## config.mk

```make
export PLATFORM = sky130hd
export DESIGN_NAME = clock_tempo_tracker_top
export DESIGN_NICKNAME = d
export VERILOG_FILES = /design/src/rtl/ctt_pkg.sv /design/src/rtl/ctt_div.sv /design/src/rtl/ctt_datapath.sv /design/src/rtl/ctt_ctrl.sv /design/src/rtl/clock_tempo_tracker_top.sv
export SDC_FILE = /design/constraint.sdc
export NUM_CORES = 1
export LEC_CHECK = 0
export ABC_CLOCK_PERIOD_IN_PS = 5100
export BUFFER_PORTS_ARGS = -buffer_cell sky130_fd_sc_hd__clkbuf_2
export CORE_ASPECT_RATIO = 1.2
export CORE_UTILIZATION = 30
export CTS_CLUSTER_SIZE = 30
export DETAILED_ROUTE_END_ITERATION = 16
export GPL_TIMING_DRIVEN = 0
export HOLD_SLACK_MARGIN = 0.05
export MAX_ROUTING_LAYER = met4
export PLACE_DENSITY_LB_ADDON = 0.05
export SLEW_MARGIN = 0
export SYNTH_ARGS = -nofsm -noshare
export SYNTH_HDL_FRONTEND = slang
export SYNTH_SLANG_ARGS = --single-unit
```

## constraint.sdc

```tcl
create_clock -name i_clk -period 5.1 [get_ports i_clk]
set_input_delay 0.765 -clock i_clk [delete_from_list [all_inputs] [get_ports i_clk]]
set_output_delay 0.765 -clock i_clk [all_outputs]
set_load 0.02 [all_outputs]
```

## src/rtl/ctt_pkg.sv

```systemverilog
// Shared types, constants and tempo helper functions of the clock tempo tracker.
// Depends on nothing; used by every RTL module of the block.
`default_nettype none

package ctt_pkg;

    localparam int FREQ_W     = 27;  // timer frequency register
    localparam int BPM_W      = 9;   // tempo in beats per minute
    localparam int GAP_W      = 32;  // count gaps and tick period
    localparam int F120_W     = 34;  // 120 * frequency
    localparam int NUM_W      = 35;  // divider dividend and quotient
    localparam int DIVR_W     = 33;  // divider divisor
    localparam int IDX_W      = 10;  // tick index port
    localparam int IN_W       = 8;   // input tdata
    localparam int OUT_W      = 24;  // output tdata
    localparam int CFG_ADDR_W = 2;
    localparam int CFG_DATA_W = 27;

    localparam logic [GAP_W-1:0] GAP_MAX = '1;

    localparam logic [BPM_W-1:0] BPM_MIN   = 9'd20;
    localparam logic [BPM_W-1:0] BPM_MAX   = 9'd500;
    localparam logic [BPM_W-1:0] BPM_RESET = 9'd120;

    localparam logic [FREQ_W-1:0] FREQ_RESET = 27'd1000000;

    // Correction band edges of the measured tempo
    localparam logic [BPM_W:0] CORR_EDGE_1 = 10'd78;
    localparam logic [BPM_W:0] CORR_EDGE_2 = 10'd137;
    localparam logic [BPM_W:0] CORR_EDGE_3 = 10'd196;
    localparam logic [BPM_W:0] CORR_EDGE_4 = 10'd272;

    // Configuration register indexes
    localparam logic [CFG_ADDR_W-1:0] CFG_INTERNAL_MODE = 2'd0;
    localparam logic [CFG_ADDR_W-1:0] CFG_INTERNAL_BPM  = 2'd1;
    localparam logic [CFG_ADDR_W-1:0] CFG_TIMER_FREQ    = 2'd2;

    typedef struct packed {
        logic take_item;         // latch pulse flag, advance gap counters
        logic load_int_bpm;      // tempo from the internal register
        logic load_max_bpm;      // zero pulse gap: fastest tempo
        logic start_tempo_div;   // divide for the measured tempo
        logic start_period_div;  // divide for the tick period
        logic store_tempo;       // write corrected tempo, restart pulse gap
        logic store_period;      // write tick period
        logic commit_tick;       // tick test and load the result register
    } t_ctt_cmd;

    typedef struct packed {
        logic item_pulse;   // latched item carries a pulse
        logic int_mode;     // internal tempo selected
        logic gap_zero;     // pulse gap is zero
        logic div_done;     // divider quotient ready
        logic out_blocked;  // result register full and not taken
    } t_ctt_status;

    function automatic logic [BPM_W-1:0] clamp_bpm(input logic [BPM_W:0] v);
        if (v > {1'b0, BPM_MAX}) begin
            return BPM_MAX;
        end
        if (v < {1'b0, BPM_MIN}) begin
            return BPM_MIN;
        end
        return v[BPM_W-1:0];
    endfunction

    // Rounded tempo quotient to corrected, clamped tempo
    function automatic logic [BPM_W-1:0] correct_tempo(input logic [NUM_W-1:0] q);
        logic [BPM_W:0] b;
        logic [BPM_W:0] c;
        b = q[BPM_W:0];
        if (q > NUM_W'(BPM_MAX)) begin
            return BPM_MAX;
        end
        if (b >= CORR_EDGE_4) begin
            c = b + 10'd7;
        end else if (b >= CORR_EDGE_3) begin
            c = b + 10'd4;
        end else if (b >= CORR_EDGE_2) begin
            c = b + 10'd2;
        end else if (b >= CORR_EDGE_1) begin
            c = b + 10'd1;
        end else begin
            c = b;
        end
        return clamp_bpm(c);
    endfunction

endpackage

`default_nettype wire

```

## src/rtl/ctt_div.sv

```systemverilog
// Restoring divider, one quotient bit per clock.
// Depends on ctt_pkg for operand widths.
`default_nettype none

module ctt_div (
    input  wire logic                       i_clk,
    input  wire logic                       i_rst_n,
    input  wire logic                       i_start,
    input  wire logic [ctt_pkg::NUM_W-1:0]  i_dividend,
    input  wire logic [ctt_pkg::DIVR_W-1:0] i_divisor,
    output logic                            o_done,
    output logic [ctt_pkg::NUM_W-1:0]       o_quotient
);

    localparam int NUM_W  = ctt_pkg::NUM_W;
    localparam int DIVR_W = ctt_pkg::DIVR_W;
    localparam int CNT_W  = $clog2(NUM_W);
    localparam logic [CNT_W-1:0] LAST = CNT_W'(NUM_W - 1);

    logic              r_busy;
    logic              r_done;
    logic [CNT_W-1:0]  r_cnt;
    logic [DIVR_W-1:0] r_rem;
    logic [NUM_W-1:0]  r_quo;
    logic [DIVR_W-1:0] r_dvs;

    logic [DIVR_W:0]   w_shift;
    logic [DIVR_W+1:0] w_diff;
    logic              w_fit;
    logic [DIVR_W-1:0] n_rem;
    logic [NUM_W-1:0]  n_quo;

    always_comb begin
        w_shift = {r_rem, r_quo[NUM_W-1]};
        w_diff  = {1'b0, w_shift} - {2'b0, r_dvs};
        w_fit   = !w_diff[DIVR_W+1];
        n_rem   = w_fit ? w_diff[DIVR_W-1:0] : w_shift[DIVR_W-1:0];
        n_quo   = {r_quo[NUM_W-2:0], w_fit};
    end

    always_ff @(posedge i_clk) begin
        if (!i_rst_n) begin
            r_busy <= 1'b0;
            r_done <= 1'b0;
            r_cnt  <= '0;
        end else begin
            r_done <= 1'b0;
            if (i_start) begin
                r_busy <= 1'b1;
                r_cnt  <= '0;
            end else if (r_busy) begin
                r_cnt <= r_cnt + 1'b1;
                if (r_cnt == LAST) begin
                    r_busy <= 1'b0;
                    r_done <= 1'b1;
                end
            end
        end
    end

    always_ff @(posedge i_clk) begin
        if (i_start) begin
            r_rem <= '0;
            r_quo <= i_dividend;
            r_dvs <= i_divisor;
        end else if (r_busy) begin
            r_rem <= n_rem;
            r_quo <= n_quo;
        end
    end

    assign o_done     = r_done;
    assign o_quotient = r_quo;

endmodule

`default_nettype wire

```

## src/rtl/ctt_datapath.sv

```systemverilog
// Datapath: configuration, gap counters, tempo and period math, tick counter, result register.
// Depends on ctt_pkg and ctt_div.
`default_nettype none

module ctt_datapath #(
    parameter int TICKS_PER_BAR = 96
) (
    input  wire logic                           i_clk,
    input  wire logic                           i_rst_n,
    input  wire logic                           i_cfg_we,
    input  wire logic [ctt_pkg::CFG_ADDR_W-1:0] i_cfg_addr,
    input  wire logic [ctt_pkg::CFG_DATA_W-1:0] i_cfg_data,
    input  wire logic                           i_adv,
    input  wire logic                           i_pulse,
    input  wire ctt_pkg::t_ctt_cmd              i_cmd,
    input  wire logic                           i_m_tready,
    output ctt_pkg::t_ctt_status                o_status,
    output logic                                o_m_tvalid,
    output logic [ctt_pkg::OUT_W-1:0]           o_m_tdata
);

    localparam int FREQ_W = ctt_pkg::FREQ_W;
    localparam int BPM_W  = ctt_pkg::BPM_W;
    localparam int GAP_W  = ctt_pkg::GAP_W;
    localparam int F120_W = ctt_pkg::F120_W;
    localparam int NUM_W  = ctt_pkg::NUM_W;
    localparam int DIVR_W = ctt_pkg::DIVR_W;
    localparam int IDX_W  = ctt_pkg::IDX_W;
    localparam int OUT_W  = ctt_pkg::OUT_W;
    localparam int DEN_W  = BPM_W + IDX_W;
    localparam int PAD_W  = OUT_W - IDX_W - 2 - BPM_W;

    localparam logic [IDX_W-1:0] TPB = IDX_W'(TICKS_PER_BAR);

    logic              r_int_mode;
    logic [BPM_W-1:0]  r_int_bpm;
    logic [FREQ_W-1:0] r_freq;
    logic [F120_W-1:0] r_f120;
    logic [DEN_W-1:0]  r_den;
    logic              r_pulse;
    logic [GAP_W-1:0]  r_pulse_gap;
    logic [GAP_W-1:0]  r_tick_gap;
    logic [GAP_W-1:0]  r_period;
    logic [BPM_W-1:0]  r_bpm;
    logic [IDX_W-1:0]  r_pos;
    logic              r_out_valid;
    logic [OUT_W-1:0]  r_out_data;

    logic [NUM_W-1:0]  w_tempo_num;
    logic [DIVR_W-1:0] w_tempo_den;
    logic [NUM_W-1:0]  w_period_num;
    logic [DIVR_W-1:0] w_period_den;
    logic              w_div_start;
    logic [NUM_W-1:0]  w_dividend;
    logic [DIVR_W-1:0] w_divisor;
    logic              w_div_done;
    logic [NUM_W-1:0]  w_quotient;
    logic [GAP_W-1:0]  w_period_sat;
    logic              w_hit;
    logic [IDX_W:0]    w_pos_inc;
    logic              w_wrap;
    logic [IDX_W-1:0]  n_pos;

    // Configuration registers
    always_ff @(posedge i_clk) begin
        if (!i_rst_n) begin
            r_int_mode <= 1'b0;
            r_int_bpm  <= ctt_pkg::BPM_RESET;
            r_freq     <= ctt_pkg::FREQ_RESET;
        end else if (i_cfg_we) begin
            case (i_cfg_addr)
                ctt_pkg::CFG_INTERNAL_MODE: r_int_mode <= i_cfg_data[0];
                ctt_pkg::CFG_INTERNAL_BPM:  r_int_bpm  <= i_cfg_data[BPM_W-1:0];
                ctt_pkg::CFG_TIMER_FREQ:    r_freq     <= i_cfg_data[FREQ_W-1:0];
                default: ;
            endcase
        end
    end

    // Precomputed products: 120 * freq and ticks per bar * tempo
    always_ff @(posedge i_clk) begin
        r_f120 <= {r_freq, 7'b0} - {4'b0, r_freq, 3'b0};
        r_den  <= {{BPM_W{1'b0}}, TPB} * {{IDX_W{1'b0}}, r_bpm};
    end

    // Rounded tempo: (120 f + gap) / (2 gap); ceiled period: (240 f + den - 1) / den
    always_comb begin
        w_tempo_num  = NUM_W'(r_f120) + NUM_W'(r_pulse_gap);
        w_tempo_den  = {r_pulse_gap, 1'b0};
        w_period_num = {r_f120, 1'b0} + NUM_W'(r_den) - NUM_W'(1);
        w_period_den = DIVR_W'(r_den);
        w_div_start  = i_cmd.start_tempo_div | i_cmd.start_period_div;
        w_dividend   = i_cmd.start_tempo_div ? w_tempo_num : w_period_num;
        w_divisor    = i_cmd.start_tempo_div ? w_tempo_den : w_period_den;
    end

    ctt_div u_div (
        .i_clk      (i_clk),
        .i_rst_n    (i_rst_n),
        .i_start    (w_div_start),
        .i_dividend (w_dividend),
        .i_divisor  (w_divisor),
        .o_done     (w_div_done),
        .o_quotient (w_quotient)
    );

    always_comb begin
        if (w_quotient[NUM_W-1:GAP_W] != '0) begin
            w_period_sat = ctt_pkg::GAP_MAX;
        end else begin
            w_period_sat = w_quotient[GAP_W-1:0];
        end
        w_hit     = (r_period != '0) && (r_tick_gap >= r_period);
        w_pos_inc = {1'b0, r_pos} + 1'b1;
        w_wrap    = w_pos_inc >= {1'b0, TPB};
        n_pos     = w_wrap ? '0 : w_pos_inc[IDX_W-1:0];
    end

    // Tempo state and tick counter
    always_ff @(posedge i_clk) begin
        if (!i_rst_n) begin
            r_pulse_gap <= '0;
            r_tick_gap  <= '0;
            r_period    <= '0;
            r_bpm       <= '0;
            r_pos       <= '0;
        end else begin
            if (i_cmd.take_item && i_adv) begin
                if (r_pulse_gap != ctt_pkg::GAP_MAX) begin
                    r_pulse_gap <= r_pulse_gap + 1'b1;
                end
                if (r_tick_gap != ctt_pkg::GAP_MAX) begin
                    r_tick_gap <= r_tick_gap + 1'b1;
                end
            end
            if (i_cmd.load_int_bpm) begin
                r_bpm <= ctt_pkg::clamp_bpm({1'b0, r_int_bpm});
            end
            if (i_cmd.load_max_bpm) begin
                r_bpm       <= ctt_pkg::BPM_MAX;
                r_pulse_gap <= '0;
            end
            if (i_cmd.store_tempo) begin
                r_bpm       <= ctt_pkg::correct_tempo(w_quotient);
                r_pulse_gap <= '0;
            end
            if (i_cmd.store_period) begin
                r_period <= w_period_sat;
            end
            if (i_cmd.commit_tick && w_hit) begin
                r_tick_gap <= '0;
                r_pos      <= n_pos;
            end
        end
    end

    always_ff @(posedge i_clk) begin
        if (i_cmd.take_item) begin
            r_pulse <= i_pulse;
        end
    end

    // Result register
    always_ff @(posedge i_clk) begin
        if (!i_rst_n) begin
            r_out_valid <= 1'b0;
        end else if (i_cmd.commit_tick) begin
            r_out_valid <= 1'b1;
        end else if (i_m_tready) begin
            r_out_valid <= 1'b0;
        end
    end

    always_ff @(posedge i_clk) begin
        if (i_cmd.commit_tick) begin
            r_out_data <= {{PAD_W{1'b0}}, r_bpm, w_hit && w_wrap, w_hit,
                           w_hit ? n_pos : r_pos};
        end
    end

    always_comb begin
        o_status.item_pulse  = r_pulse;
        o_status.int_mode    = r_int_mode;
        o_status.gap_zero    = (r_pulse_gap == '0);
        o_status.div_done    = w_div_done;
        o_status.out_blocked = r_out_valid && !i_m_tready;
    end

    assign o_m_tvalid = r_out_valid;
    assign o_m_tdata  = r_out_data;

endmodule

`default_nettype wire

```

## src/rtl/ctt_ctrl.sv

```systemverilog
// Controller: sequences one item through tempo update, period update and tick test.
// Depends on ctt_pkg for the command and status structs.
`default_nettype none

module ctt_ctrl (
    input  wire logic                 i_clk,
    input  wire logic                 i_rst_n,
    input  wire logic                 i_s_tvalid,
    input  wire ctt_pkg::t_ctt_status i_status,
    output logic                      o_s_tready,
    output ctt_pkg::t_ctt_cmd         o_cmd
);

    localparam logic [2:0] S_IDLE         = 3'd0;
    localparam logic [2:0] S_DECIDE       = 3'd1;
    localparam logic [2:0] S_TEMPO_DIV    = 3'd2;
    localparam logic [2:0] S_DEN          = 3'd3;
    localparam logic [2:0] S_PERIOD_START = 3'd4;
    localparam logic [2:0] S_PERIOD_DIV   = 3'd5;
    localparam logic [2:0] S_TICK         = 3'd6;

    logic [2:0] r_state;
    logic [2:0] n_state;

    always_comb begin
        o_cmd   = '0;
        n_state = r_state;
        case (r_state)
            S_IDLE: begin
                if (i_s_tvalid) begin
                    o_cmd.take_item = 1'b1;
                    n_state         = S_DECIDE;
                end
            end
            S_DECIDE: begin
                if (i_status.int_mode) begin
                    o_cmd.load_int_bpm = 1'b1;
                    n_state            = S_DEN;
                end else if (i_status.item_pulse) begin
                    if (i_status.gap_zero) begin
                        o_cmd.load_max_bpm = 1'b1;
                        n_state            = S_DEN;
                    end else begin
                        o_cmd.start_tempo_div = 1'b1;
                        n_state               = S_TEMPO_DIV;
                    end
                end else begin
                    n_state = S_TICK;
                end
            end
            S_TEMPO_DIV: begin
                if (i_status.div_done) begin
                    o_cmd.store_tempo = 1'b1;
                    n_state           = S_DEN;
                end
            end
            // let the registered tempo product settle before the period division
            S_DEN: begin
                n_state = S_PERIOD_START;
            end
            S_PERIOD_START: begin
                o_cmd.start_period_div = 1'b1;
                n_state                = S_PERIOD_DIV;
            end
            S_PERIOD_DIV: begin
                if (i_status.div_done) begin
                    o_cmd.store_period = 1'b1;
                    n_state            = S_TICK;
                end
            end
            S_TICK: begin
                if (!i_status.out_blocked) begin
                    o_cmd.commit_tick = 1'b1;
                    n_state           = S_IDLE;
                end
            end
            default: begin
                n_state = S_IDLE;
            end
        endcase
    end

    always_ff @(posedge i_clk) begin
        if (!i_rst_n) begin
            r_state <= S_IDLE;
        end else begin
            r_state <= n_state;
        end
    end

    assign o_s_tready = (r_state == S_IDLE);

endmodule

`default_nettype wire

```

## src/rtl/clock_tempo_tracker_top.sv

```systemverilog
// Clock tempo tracker: one input transaction per system clock event, one result per input.
// An input without a tempo update skips the divider; internal mode and a pulse with zero
// gap run one division, and an external pulse runs two. The single shared restoring
// divider (one quotient bit per clock, 35 bits) runs once for the tick period and once
// more for a measured tempo. Each input carries a timer count step and an external
// quarter-note pulse flag. In external mode a pulse measures the counts since the
// previous pulse and turns them into a tempo, corrected and clamped to 20..500 bpm; in
// internal mode the tempo comes from a register. The tempo sets the tick period in
// counts, and the tick index advances modulo TICKS_PER_BAR, flagging the start of each
// bar. A new input is taken once the previous one is through, even while its result still
// waits in the output register. Configuration must be written only while the block is
// idle; the block does not enforce this. Depends on ctt_pkg, ctt_ctrl, ctt_datapath, ctt_div.
`default_nettype none

module clock_tempo_tracker_top #(
    parameter int TICKS_PER_BAR = 96  // ticks per bar, 4..960
) (
    input  wire logic                           i_clk,
    input  wire logic                           i_rst_n,
    // configuration write port
    input  wire logic                           i_cfg_we,
    input  wire logic [ctt_pkg::CFG_ADDR_W-1:0] i_cfg_addr,
    input  wire logic [ctt_pkg::CFG_DATA_W-1:0] i_cfg_data,
    // input stream
    input  wire logic                           i_s_axis_tvalid,
    output logic                                o_s_axis_tready,
    // [0] timer_advance, [1] ext_pulse, [7:2] zero
    input  wire logic [ctt_pkg::IN_W-1:0]       i_s_axis_tdata,
    // output stream
    output logic                                o_m_axis_tvalid,
    input  wire logic                           i_m_axis_tready,
    // [9:0] tick_index, [10] tick_step, [11] bar_start, [20:12] tempo_bpm, [23:21] zero
    output logic [ctt_pkg::OUT_W-1:0]           o_m_axis_tdata
);

    ctt_pkg::t_ctt_cmd    w_cmd;
    ctt_pkg::t_ctt_status w_status;

    // Sequence each transaction: gap update, optional tempo and period divisions, tick test
    ctt_ctrl u_ctrl (
        .i_clk      (i_clk),
        .i_rst_n    (i_rst_n),
        .i_s_tvalid (i_s_axis_tvalid),
        .i_status   (w_status),
        .o_s_tready (o_s_axis_tready),
        .o_cmd      (w_cmd)
    );

    // Hold configuration, counters, the shared divider and the result register
    ctt_datapath #(
        .TICKS_PER_BAR (TICKS_PER_BAR)
    ) u_datapath (
        .i_clk      (i_clk),
        .i_rst_n    (i_rst_n),
        .i_cfg_we   (i_cfg_we),
        .i_cfg_addr (i_cfg_addr),
        .i_cfg_data (i_cfg_data),
        .i_adv      (i_s_axis_tdata[0]),
        .i_pulse    (i_s_axis_tdata[1]),
        .i_cmd      (w_cmd),
        .i_m_tready (i_m_axis_tready),
        .o_status   (w_status),
        .o_m_tvalid (o_m_axis_tvalid),
        .o_m_tdata  (o_m_axis_tdata)
    );

endmodule

`default_nettype wire

```

==> impl_results.md, run 1 <==
- Status: completed
- First-pass GRT wire length: 108500 um
- Crit-path slowest cell: clkbuf_1
- Count leader, synth: dfxtp_1
- Required @ worst endpoint: between 5 and 6 ns
- Final nets: around 2800
- WP data arrival: 4.92 ns
- Routed len/inst: slightly below 20 um
- Post-Place Cell Area: 22780 um2
- Largest vdd supply drop: roughly 0.00022 V
- Cells after synthesis: around 2500
- RR Startpoint: u_datapath.r_pulse_gap[3]
- Post-CTS setup buffer count: 0
- Max-cap violations: 0
- Vias per inst: 5.135
- Core ar.: approximately 70000 um2
- Slew Viols, Final: 0
- Row count: 106
- Port Buffers: 57
- Finished Cell Area: approximately 24000 um2
- Drt pass-1 iters: 5
- Gpl congestion: roughly 0.90
- Worst slew pin tran: ~1.2 ns
- Synth area leader: dfxtp_1
- Initial core utilization: 0.3045
- Post-synth top cells: 239 x dfxtp_1, 219 x nor2_1, 217 x nand2_1
- Initial antenna violation count: 1
- Initial DRC count: 853
- Total gr overflow: 0
- CTS Buf Count: 41
- HPWL after detailed placement: roughly 56000 um
- Hold/Removal Path Class: in -> reg
- Leak Pwr: around 9.9 nW
- Post-CTS sizing: 2
- Pin count of the biggest net entering global routing: 36
- FF-to-FF path depth: 9
- Asr flop ratio synth: 0
- Clk_skew: 0.02902 ns
- Hold path cells: 1
- Setup Viol. Count Final: 0
- CTS tree: done
- Die Y: approximately 290 um
- Final ANT Viol Nets: 0
- Final wirelength: 70350 um
- FMAX: between 0.2 and 0.25 GHz
- H-Tree Depth: 2
- Setup tns final: 0 ns
- Die area: 72020 um2
- RSZ-0062 raised after global routing: no
- Clk slew on worst S/H paths: 0.06 ns
- Yosys warning total: 0
- Synth Cell Area: approximately 21000 um2
- Synth area leaders: dfxtp_1 22%, edfxtp_1 13%, ha_1 11%, a21oi_1 4.5%, nor2_1 3.9%
- Drt drc: 0
- GRT Total Usage: 0.2008
- Worst R2R Setup Slack: 0.37 ns
- CP Capture Type: flip-flop
- Startpoint types: flip-flop
- Clk sinks: between 300 and 400
- Hold Buf Count CTS: 0
- Die Span X: between 200 and 250 um
- Vias in the first global route: about 18000
- Dpl cells: 3490
- Crit share post-route: 0.9267
- CP cell instances: nor4_1 > nand4_1 > nor2_1 > nor2b_1 > clkbuf_1 > nor2_1 > clkbuf_2 > clkbuf_1 > nand2_4
- Post-synthesis sequential area ratio: 0.3504
- Avg Inst Size Synth: between 8 and 9 um2
- Post-layout min period: 4.726 ns
- Post-synth cell types: between 90 and 100
- Fillers: ~7300
- Synth top area share: 0.2248
- Clock tree buffer depth: 3
- IO Pins: 68
- Area Overhead vs Synth: 13.59%
- Crit-path max FO: 35
- Final Hold Viols: 0
- Number of synthesized flops with an enable pin: 89
- PD cells: between 300 and 400 nW/um2
- Via count: roughly 18000
- Design Power: a little over 9 mW
- Ys flop type: dfxtp_1
- Worst path max stage delay: between 0.7 and 0.8 ns
- Worst Hold Launch: i_s_axis_tdata[1]
- RR Endpoint: u_datapath.u_div.o_quotient[2]
- Non-filler cells, final: about 3600
- Layout cells sized above 1: 0.08044
- Synthesized flop and latch total: around 330
- Setup CP Type: reg -> reg
- Root buf cell: clkbuf_16
- Fin Hold WS: between 0.3 and 0.4 ns
- Rel. slew slack: 0.1781
- Worst Hold End: u_datapath.r_pulse
- Worst-skew pair later-pin latency: a little under 0.6 ns
[registers in the layout (all words and copies together) (netlist names)]
signal,flops
u_datapath.u_div.r_busy,1
u_datapath.r_int_mode,1
u_datapath.r_tick_gap,32
u_datapath.u_div.o_done,1
u_datapath.r_int_bpm,9
u_datapath.r_freq,27
u_datapath.r_pulse,1
u_datapath.r_f120,31
u_datapath.u_div.r_cnt,6
u_datapath.r_pulse_gap,32
u_datapath.o_m_tdata,21
u_datapath.o_m_tvalid,1
u_datapath.r_pos,10
u_datapath.r_bpm,9
u_ctrl.r_state,3
u_datapath.r_period,32
u_datapath.u_div.r_dvs,32
u_datapath.u_div.o_quotient,35
u_datapath.r_den,11
u_datapath.u_div.r_rem,33
[cells in the final DEF (no fill, tap or decap), types with 8 or more instances in the layout]
cell type  instances
clkbuf_2          58
o31ai_1            9
or4_1             11
o21a_1            23
o21ai_0          119
edfxtp_1          89
a21oi_1          191
nand2b_1          23
nor3b_1            9
o21bai_1          14
a21o_1            54
o211ai_1          19
a21boi_0           8
o221a_2           31
and2_1            35
and4_1             8
a31oi_1           27
ha_1             185
buf_2             12
clkbuf_16         44
or3_1             19
clkbuf_1          86
xor2_1            73
mux2i_1           32
xnor2_1           87
dfxtp_1          239
nand2_1          216
nor2b_1           29
nand3_1           64
nand4_1           47
nor2_1           219
o22ai_1           16
o21ai_1           10
inv_1            212
and3_1            31
or2_2             13
nor4_1            38
nor3_1            48
a211oi_1          27
[per-layer routing]
metal / track usage / share of wire
met1: 0.2445 / 0.45
met2: 0.3458 / 0.49
met3: 0.02171 / 0.027
met4: 0.06128 / 0.028
met5: - / 0
[cell type report]
| type | instances | area, um2 | share of cell area |
|---|---|---|---|
| antenna | 1 | 2.502 | 0.0001035 |
| sequential | 328 | 7457 | 0.3085 |
| timing repair buffer | 61 | 332.8 | 0.01377 |
| multi-input combinational | 1876 | 12660 | 0.5236 |
| tap | 918 | 1149 | 0.04751 |
| buffer | 95 | 394.1 | 0.01630 |
| inverter | 212 | 795.8 | 0.03292 |
| clock buffer | 60 | 1201 | 0.04968 |
| clock inverter | 16 | 183.9 | 0.007608 |
[through the flow]
stage | worst slack [ns] | utilization
finish | 0.3738 | 0.3459
global route | 0.1069 | 0.3459
CTS | 0.2129 | 0.3459
detailed placement | -0.4771 | 0.3259
global placement | -1.147 | 0.3251
floorplan | 1.473 | -
[worst max-delay path by stage]
stage / start / to / slack [ns]
global route: u_datapath.r_pulse_gap[29] / u_datapath.u_div.o_quotient[2] / 0.11
global placement: i_m_axis_tready / u_datapath.r_tick_gap[2] / -1.15
detailed placement: u_datapath.r_pulse_gap[29] / u_datapath.u_div.o_quotient[7] / -0.48
finish: u_datapath.r_pulse_gap[3] / u_datapath.u_div.o_quotient[2] / 0.37
floorplan: i_m_axis_tready / u_datapath.r_tick_gap[21] / 1.47
CTS: u_datapath.r_pulse_gap[29] / u_datapath.u_div.o_quotient[16] / 0.21
[where the power goes]
| part | switching (mW) | internal, mW |
|---|---|---|
| clock network | 1.22 | 1.80 |
| registers | 0.266 | 2.96 |
| logic | 1.84 | 1.24 |
| total | 3.32 | 6.00 |
[critical path: cells and delay by family (launching register included)]
kind,cells,cell delay (ns)
buffers and inverters,3,1.49
and+or+nand+nor,6,2.33
DFF,1,0.44
[cell families (layout without fill, tap and decap cells)]
| logic type | after synthesis | in the layout | synth area share |
|---|---|---|---|
| other | 1 | 4 | 0.0001762 |
| xor gates and xnor gates | 160 | 160 | 0.06584 |
| AOI/OAI and AO/OA | 653 | 653 | 0.2058 |
| DFF | 328 | 328 | 0.3504 |
| muxes | 34 | 34 | 0.01611 |
| adders and majority gates | 189 | 189 | 0.1125 |
| buffers and inverters | 307 | 444 | 0.05579 |
| and+or+nand+nor | 837 | 837 | 0.1935 |
Power figures use the tool's default switching activity.
==> run 2, diff against run 1 <==
CELL_PAD_IN_SITES_DETAIL_PLACEMENT = 2   (was not set)
CELL_PAD_IN_SITES_GLOBAL_PLACEMENT = 2   (was not set)
==> run 2 against run 1 <==
  * Die area did not move
  * Global-route usage increased by 3.9 points
  * Critical path depth is 3 higher
  * Via count is 5.3% higher
  * Routed wire length increased by 19%
  * Sequential share of layout area unchanged
  * Design area is the same
  * Critical path type unchanged
  * Power increased by 1.5%
  * Hold slack got worse by 0.0017 ns
  * Clock power about the same
  * Combinational power up 3%
==> impl_results.md, run 2 (synthesis results as in run 1) <==
- Fillers: 7881
- Required @ worst endpoint: ~5.4 ns
- Setup Viol. Count Final: 0
- Core ar.: roughly 70000 um2
- Worst slew pin tran: between 1 and 1.5 ns
- Drt drc: 0
- Slew Viols, Final: 0
- Clock tree buffer depth: 3
- Clk sinks: 328
- Area Overhead vs Synth: 13.59%
- Worst-skew pair later-pin latency: around 0.6 ns
- RSZ-0062 raised after global routing: no
- Pin count of the biggest net entering global routing: 39
- Setup ws final: ~0.31 ns
- Post-CTS setup buffer count: 0
- Via count: slightly below 20000
- Die Span X: ~250 um
- Drt pass-1 iters: 7
- Final Hold Viols: 0
- CP startpoint: u_datapath.r_pulse_gap[1]
- Row count: 106
- Initial antenna violation count: 2
- H-Tree Depth: 2
- RR Endpoint: u_datapath.u_div.o_quotient[34]
- Vias per inst: ~5.4
- Port Buffers: between 50 and 60
- Commonest non-fill, non-tap cell in the layout: dfxtp_1
- Final wirelength: roughly 84000 um
- Crit-path max FO: 34
- Max-cap violations: 0
- Post-layout min period: roughly 4.8 ns
- Commonest non-fill, non-tap cells in the layout: 239 x dfxtp_1, 219 x nor2_1, 216 x nand2_1
- Post-Place Cell Area: between 20000 and 25000 um2
- Hold/Removal Path Class: in -> reg
- WP data arrival: approximately 5.1 ns
- Die Y: approximately 300 um
- Worst R2R Setup Slack: slightly above 0.3 ns
- Setup CP Type: reg -> reg
- Hold Buf Count CTS: 0
- Max FFs per register: 35
- Layout cells sized above 1: 0.08277
- CTS tree: done
- HPWL after detailed placement: between 60000 and 70000 um
- Worst Setup EP: u_datapath.u_div.o_quotient[34]
- Initial core utilization: 0.3045
- Finished Cell Area: between 20000 and 25000 um2
- Vias in the first global route: 20999
- Die area: about 72000 um2
- Clk_skew: between 0.03 and 0.04 ns
- Design Power: ~9.5 mW
- Final nets: roughly 2800
- IO Pins: a little under 70
- Post-CTS sizing: 1
- Routed len/inst: 23.46 um
- RR Startpoint: u_datapath.r_pulse_gap[1]
- Final ANT Viol Nets: 0
- PD cells: a little under 400 nW/um2
- Rel. slew slack: 0.1380
- Total gr overflow: 0
- Clk slew on worst S/H paths: about 0.060 ns
- Largest vdd supply drop: 0.0002800 V
- FMAX: 0.2088 GHz
- Leak Pwr: 9.879 nW
- Status: completed
- GRT Total Usage: 0.2397
- Gpl congestion: 0.8410
- Initial DRC count: around 600
- Dpl ws: -0.06748 ns
- Crit share post-route: 0.9390
- FF-to-FF path depth: 12
- CTS Buf Count: 42
- First-pass GRT wire length: about 130000 um
- Fin Hold WS: approximately 0.36 ns
- Startpoint types: flip-flop
- CP Capture Type: flip-flop
- Root buf cell: clkbuf_16
- Ant. Diodes: 0
[run 2: how the worst min path moves through the flow]
stage,startpoint,end,slack (ns),cells after the start
final,i_s_axis_tdata[1],u_datapath.r_pulse,0.36,1
after global routing,i_s_axis_tdata[1],u_datapath.r_pulse,0.35,1
after CTS,i_s_axis_tdata[1],u_datapath.r_pulse,0.32,1
after detailed placement,u_datapath.r_bpm[0],u_datapath.r_den[5],0.40,0
after global placement,u_datapath.r_bpm[0],u_datapath.r_den[5],0.40,0
after floorplan,u_datapath.r_bpm[0],u_datapath.r_den[5],0.37,0
[run 2: per-layer routing]
metal / GRT usage / wire length [um] / up-vias
li1: - / - / 9227
met2: 0.4203 / 42000 / 202
met3: 0.02189 / 1630 / 113
met4: 0.07500 / 2679 / 0
met1: 0.2875 / 37300 / 9744
met5: - / 0 / -
[run 2: worst max-delay path: stages, from the launching register on]
cell	delay [ns]
dfxtp_1	0.33
inv_1	0.22
ha_1	0.19
nor4b_1	0.40
nand4_1	0.25
nor2_1	0.35
nor2b_1	0.09
clkbuf_1	0.29
nor2_1	0.48
clkbuf_2	0.54
clkbuf_1	0.85
nand2_2	0.20
buf_12	0.23
[run 2: cell type report]
class / instances / area (um2) / share of cell area
Buffer: 95 / 394.1 / 0.01630
Clock inverter: 20 / 196.4 / 0.008125
Inverter: 212 / 795.8 / 0.03292
Clock buffer: 54 / 1180 / 0.04880
Multi-Input combinational cell: 1876 / 12660 / 0.5235
Tap cell: 918 / 1149 / 0.04751
Sequential cell: 328 / 7457 / 0.3085
Timing Repair Buffer: 61 / 347.8 / 0.01439
[run 2: per-stage QoR]
step	setup TNS [ns]	utilization	instances
floorplan	0	-	2511
global placement	-77.03	0.3251	3486
detailed placement	-2.049	0.3262	3490
CTS	0	0.3459	3564
global route	0	0.3459	3564
finish	0	0.3459	3564
[run 2: power by group]
part | internal (mW) | switching (mW) | total (mW)
combinational | 1.26 | 1.93 | 3.18
sequential | 2.96 | 0.280 | 3.24
clock | 1.79 | 1.26 | 3.05
